<file path="config.mk">
export PLATFORM = sky130hd
export DESIGN_NAME = km2d_divider
export DESIGN_NICKNAME = d
export VERILOG_FILES = /design/src/km2d_divider.sv
export SDC_FILE = /design/constraint.sdc
export NUM_CORES = 1
export LEC_CHECK = 0
export ABC_AREA = 1
export CAP_MARGIN = 0
export CORE_MARGIN = 2
export CORE_UTILIZATION = 40
export CTS_BUF_LIST = sky130_fd_sc_hd__clkbuf_8
export CTS_CLUSTER_DIAMETER = 60
export DETAILED_ROUTE_END_ITERATION = 12
export DONT_BUFFER_PORTS = 1
export SYNTH_ARGS = -nofsm -noshare
export SYNTH_HDL_FRONTEND = slang
export SYNTH_SLANG_ARGS = --single-unit
</file>
<file path="constraint.sdc">
create_clock -name clk -period 5.5 [get_ports clk]
set_input_delay 0.275 -clock clk [delete_from_list [all_inputs] [get_ports clk]]
set_output_delay 0.275 -clock clk [all_outputs]
set_load 0.02 [all_outputs]
</file>
<file path="src/km2d_divider.sv">
// Restoring signed divider, one quotient bit a cycle; truncates toward zero.
module km2d_divider #(
  parameter int NUM_W = 52,
  parameter int DEN_W = 20
) (
  input  logic                    clk,
  input  logic                    rst,
  input  logic                    start,
  input  logic signed [NUM_W-1:0] num,
  input  logic [DEN_W-1:0]        den,
  output logic                    done,
  output logic signed [NUM_W-1:0] quo
);
  localparam int CNT_W = $clog2(NUM_W + 1);

  logic [NUM_W-1:0] q;
  logic [DEN_W:0]   rem;
  logic [DEN_W-1:0] d;
  logic             neg;
  logic [CNT_W-1:0] cnt;
  logic             busy;
  logic [DEN_W:0]   trial;

  assign trial = {rem[DEN_W-1:0], q[NUM_W-1]};

  always_ff @(posedge clk) begin
    if (rst) begin
      busy <= 1'b0;
      done <= 1'b0;
    end else begin
      done <= 1'b0;
      if (start) begin
        busy <= 1'b1;
        cnt  <= CNT_W'(NUM_W);
        neg  <= num[NUM_W-1];
        q    <= num[NUM_W-1] ? (~num + 1'b1) : num;
        rem  <= '0;
        d    <= den;
      end else if (busy) begin
        if (trial >= {1'b0, d}) begin
          rem <= trial - {1'b0, d};
          q   <= {q[NUM_W-2:0], 1'b1};
        end else begin
          rem <= trial;
          q   <= {q[NUM_W-2:0], 1'b0};
        end
        cnt <= cnt - 1'b1;
        if (cnt == CNT_W'(1)) begin
          busy <= 1'b0;
          done <= 1'b1;
        end
      end
    end
  end

  assign quo = neg ? (~q + 1'b1) : q;
endmodule

</file>
==> results.toml <==
[clock_network]
cts_buffers = 9
cts_resized = 0
clk_pin_slew_ns = 0.12
clock_sinks = 101
cts_setup_buffers = 0
clk_latency_ns = 0.40
cts_buffer_depth = 2
root_buffer = "clkbuf_8"
cts_htree_levels = 3
cts_hold_buf = 23
cts_tree = "built"

[timing]
tns_ns = 0
finalSetupViolCount = 0
rsz0062_at_grt = "false"
fin_crit_ns = 3.19
finalCritPeriodShare_pct = 57.9
tightest_slew_ns = 1.05
max_slew_margin_pct = 30.1
clock_skew_ns = 0.0191
max_freq_ghz = 0.314
drv_slew = 0
hold_viol_final = 0

[min_path]
min_path_type = "input pin to register"

[critical_path]
cp_max_fo = 6
critPathCaptureType = "output pin"
cp-start-kind = "register"
path_cells = "inv_1, ha_1, nand3_1, nor2_4, nand2_1, nor2_1, nand2_1, nand2_1, nand3_1, xor2_1"
crit_top_cell = "nand2_1"
slowest_stage = "xor2_1"
rrSetupSlack_ns = 3.24
crit_arrival_ns = 2.91
critical_path_required_ns = 5.22
crit_type = "register to output pin"
max_stage_delay_ns = 0.55

[yosys]
synth.area.top_cells = "edfxtp_1 33%, nand2_1 18%, nor2_1 8.9%"
synth_top_cell_by_area = "edfxtp_1"
synthMuxAreaShare_pct = 0
synth_edf_count = 99
synth-async-reset-ratio_pct = 0
synth-adder-area-share_pct = 3.58
synth_top_family_by_area = "simple AND/OR/NAND/NOR gates"
synth_compound_area_share_pct = 7.07
synth_top_cell_area_share_pct = 33.2
ys.flop_type = "edfxtp_1"
synth_cell_types = 42
ys_seq_area_share_pct = 33.7
syn_area_per_cell_sq_um = 6.55
synth_fp_nets = 1467
synthXorXnorAreaFrac_pct = 6.56
synth.cell_area_sq_um = 8950
synth_warnings = 0
synthCells = 1367
synth-simple-area-share_pct = 39.8
ys_ff_latch = 101

[global_routing]
antenna_found_initial = 0
gr-total-overflow = 0
track_usage_pct = 22.8
grt_start_max_net_pins = 83
grt_pass1_vias = 8096
grt_pass1_wl_mm = 43.0

[floorplanning]
dieArea_sq_um = 23600
ioPinCount = 128
fp-row-count = 54
dieHeight_um = 154
coreArea_sq_um = 21900
initial_core_util_pct = 40.9
die_x_um = 154

[cells_and_area]
antenna_cells = 0
final_common_cell = "nand2_1"
syn2layout_area_growth_pct = 7.28
nets = 1473
n_fill_cell = 2345
design_area_sq_um = 9600
fin_util_pct = 43.9
drive_gt1_share_pct = 4.64
final_cell_mix = "434 x nand2_1, 211 x nor2_1, 174 x inv_1, 119 x nand3_1, 99 x edfxtp_1"

[placement]
portBuffers = 0
placed_area_sq_um = 9180
gp_congestion = 0.961
hpwl_mm = 21.1

[power_and_ir_drop]
ir_drop_mv = 0.125
p_per_area_nw_per_um2 = 223
p_leak_nw = 4.32

[detailed_routing]
wl_mm = 26.7
avgRoutedWirePerCell_um = 16.1
vias = 8607
first_iter_violations = 880
antenna_left = 0
first_pass_iters = 5
drcViolationCount = 0
vias_per_cell = 5.19

[run]
drv_cap = 0

[outcome]
outcome = "finished, final reports clean"
-- power breakdown --
group	internal [mW]	leakage, nW	total, mW	switching, mW
clock network	0.177	0.101	0.483	0.306
logic	0.210	3.25	0.675	0.465
registers	0.926	0.963	0.981	0.0554
-- flip-flops by register name, summed over array words and instances (netlist names) --
signal  cells
done        1
busy        1
cnt         6
d          20
q          52
rem        20
neg         1
-- logic make-up (layout without fill, tap and decap cells) --
family,after synthesis,in the layout
AO/OA/AOI/OAI,120,120
XOR/XNOR,67,67
adder cells (fa/ha/maj),25,25
buffers and inverters,209,220
flip-flops,101,101
AND/OR/NAND/NOR,845,845
-- cell type report --
class / instances / area [sq um] / share of cell area (%)
Multi-Input combinational cell: 1057 / 5120 / 53.3
Sequential cell: 101 / 3010 / 31.4
Inverter: 177 / 669 / 6.97
Tap cell: 280 / 350 / 3.65
Timing Repair Buffer: 27 / 260 / 2.71
Clock buffer: 9 / 124 / 1.29
Clock inverter: 7 / 66.3 / 0.691
-- worst max-delay path, delay by kind of cell (launching register included) --
kind	cells	cell delay (ns)
flip-flops	1	0.53
buffers and inverters	1	0.18
adder cells (fa/ha/maj)	1	0.28
AND/OR/NAND/NOR	7	0.97
XOR/XNOR	1	0.55
-- layer usage --
metal  vias to the layer above  track usage (%)  part of all wire (%)
met5                         -                0                     0
li1                       4380                -                     -
met2                       333             31.7                    39
met4                         0             6.51                   2.4
met3                        39             3.10                   7.9
met1                      3855             36.3                    51
-- Yosys cell counts (3+ instances only) --
cell type  instances
a21oi_1           18
buf_2              3
buf_8              3
clkbuf_1          22
edfxtp_1          99
ha_1              24
inv_1            174
nand2_1          434
nand2_2            6
nand3_1          119
nand3b_1          10
nand4_1           24
nor2_1           212
nor2_2            18
nor3_1             6
nor4_1             3
o21ai_0           71
o21ai_1           18
or2_2              5
xnor2_1           15
xor2_1            52
-- path summary, 6_finish.rpt --
kind                    startpoint               endpoint  cells past startpoint
max                 q[0]$_DFFE_PP_                quo[28]                     10
min                          start   cnt[0]$_SDFFCE_PP0P_                      1
max reg2reg  rem[12]$_SDFFCE_PP0P_  rem[17]$_SDFFCE_PP0P_                     13
min reg2reg        q[43]$_DFFE_PP_        q[44]$_DFFE_PP_                      2
-- through the flow --
stage,hold WS [ns],total power [mW],setup WS (ns),std cells
after floorplan,0.352,1.52,0.489,1367
after global placement,0.361,1.65,2.84,1619
after detailed placement,0.363,1.66,2.82,1619
after CTS,0.0320,2.15,2.36,1658
after global routing,0.0286,2.28,2.16,1658
final,0.0605,2.14,2.31,1658
(Power assumes the default switching activity.)
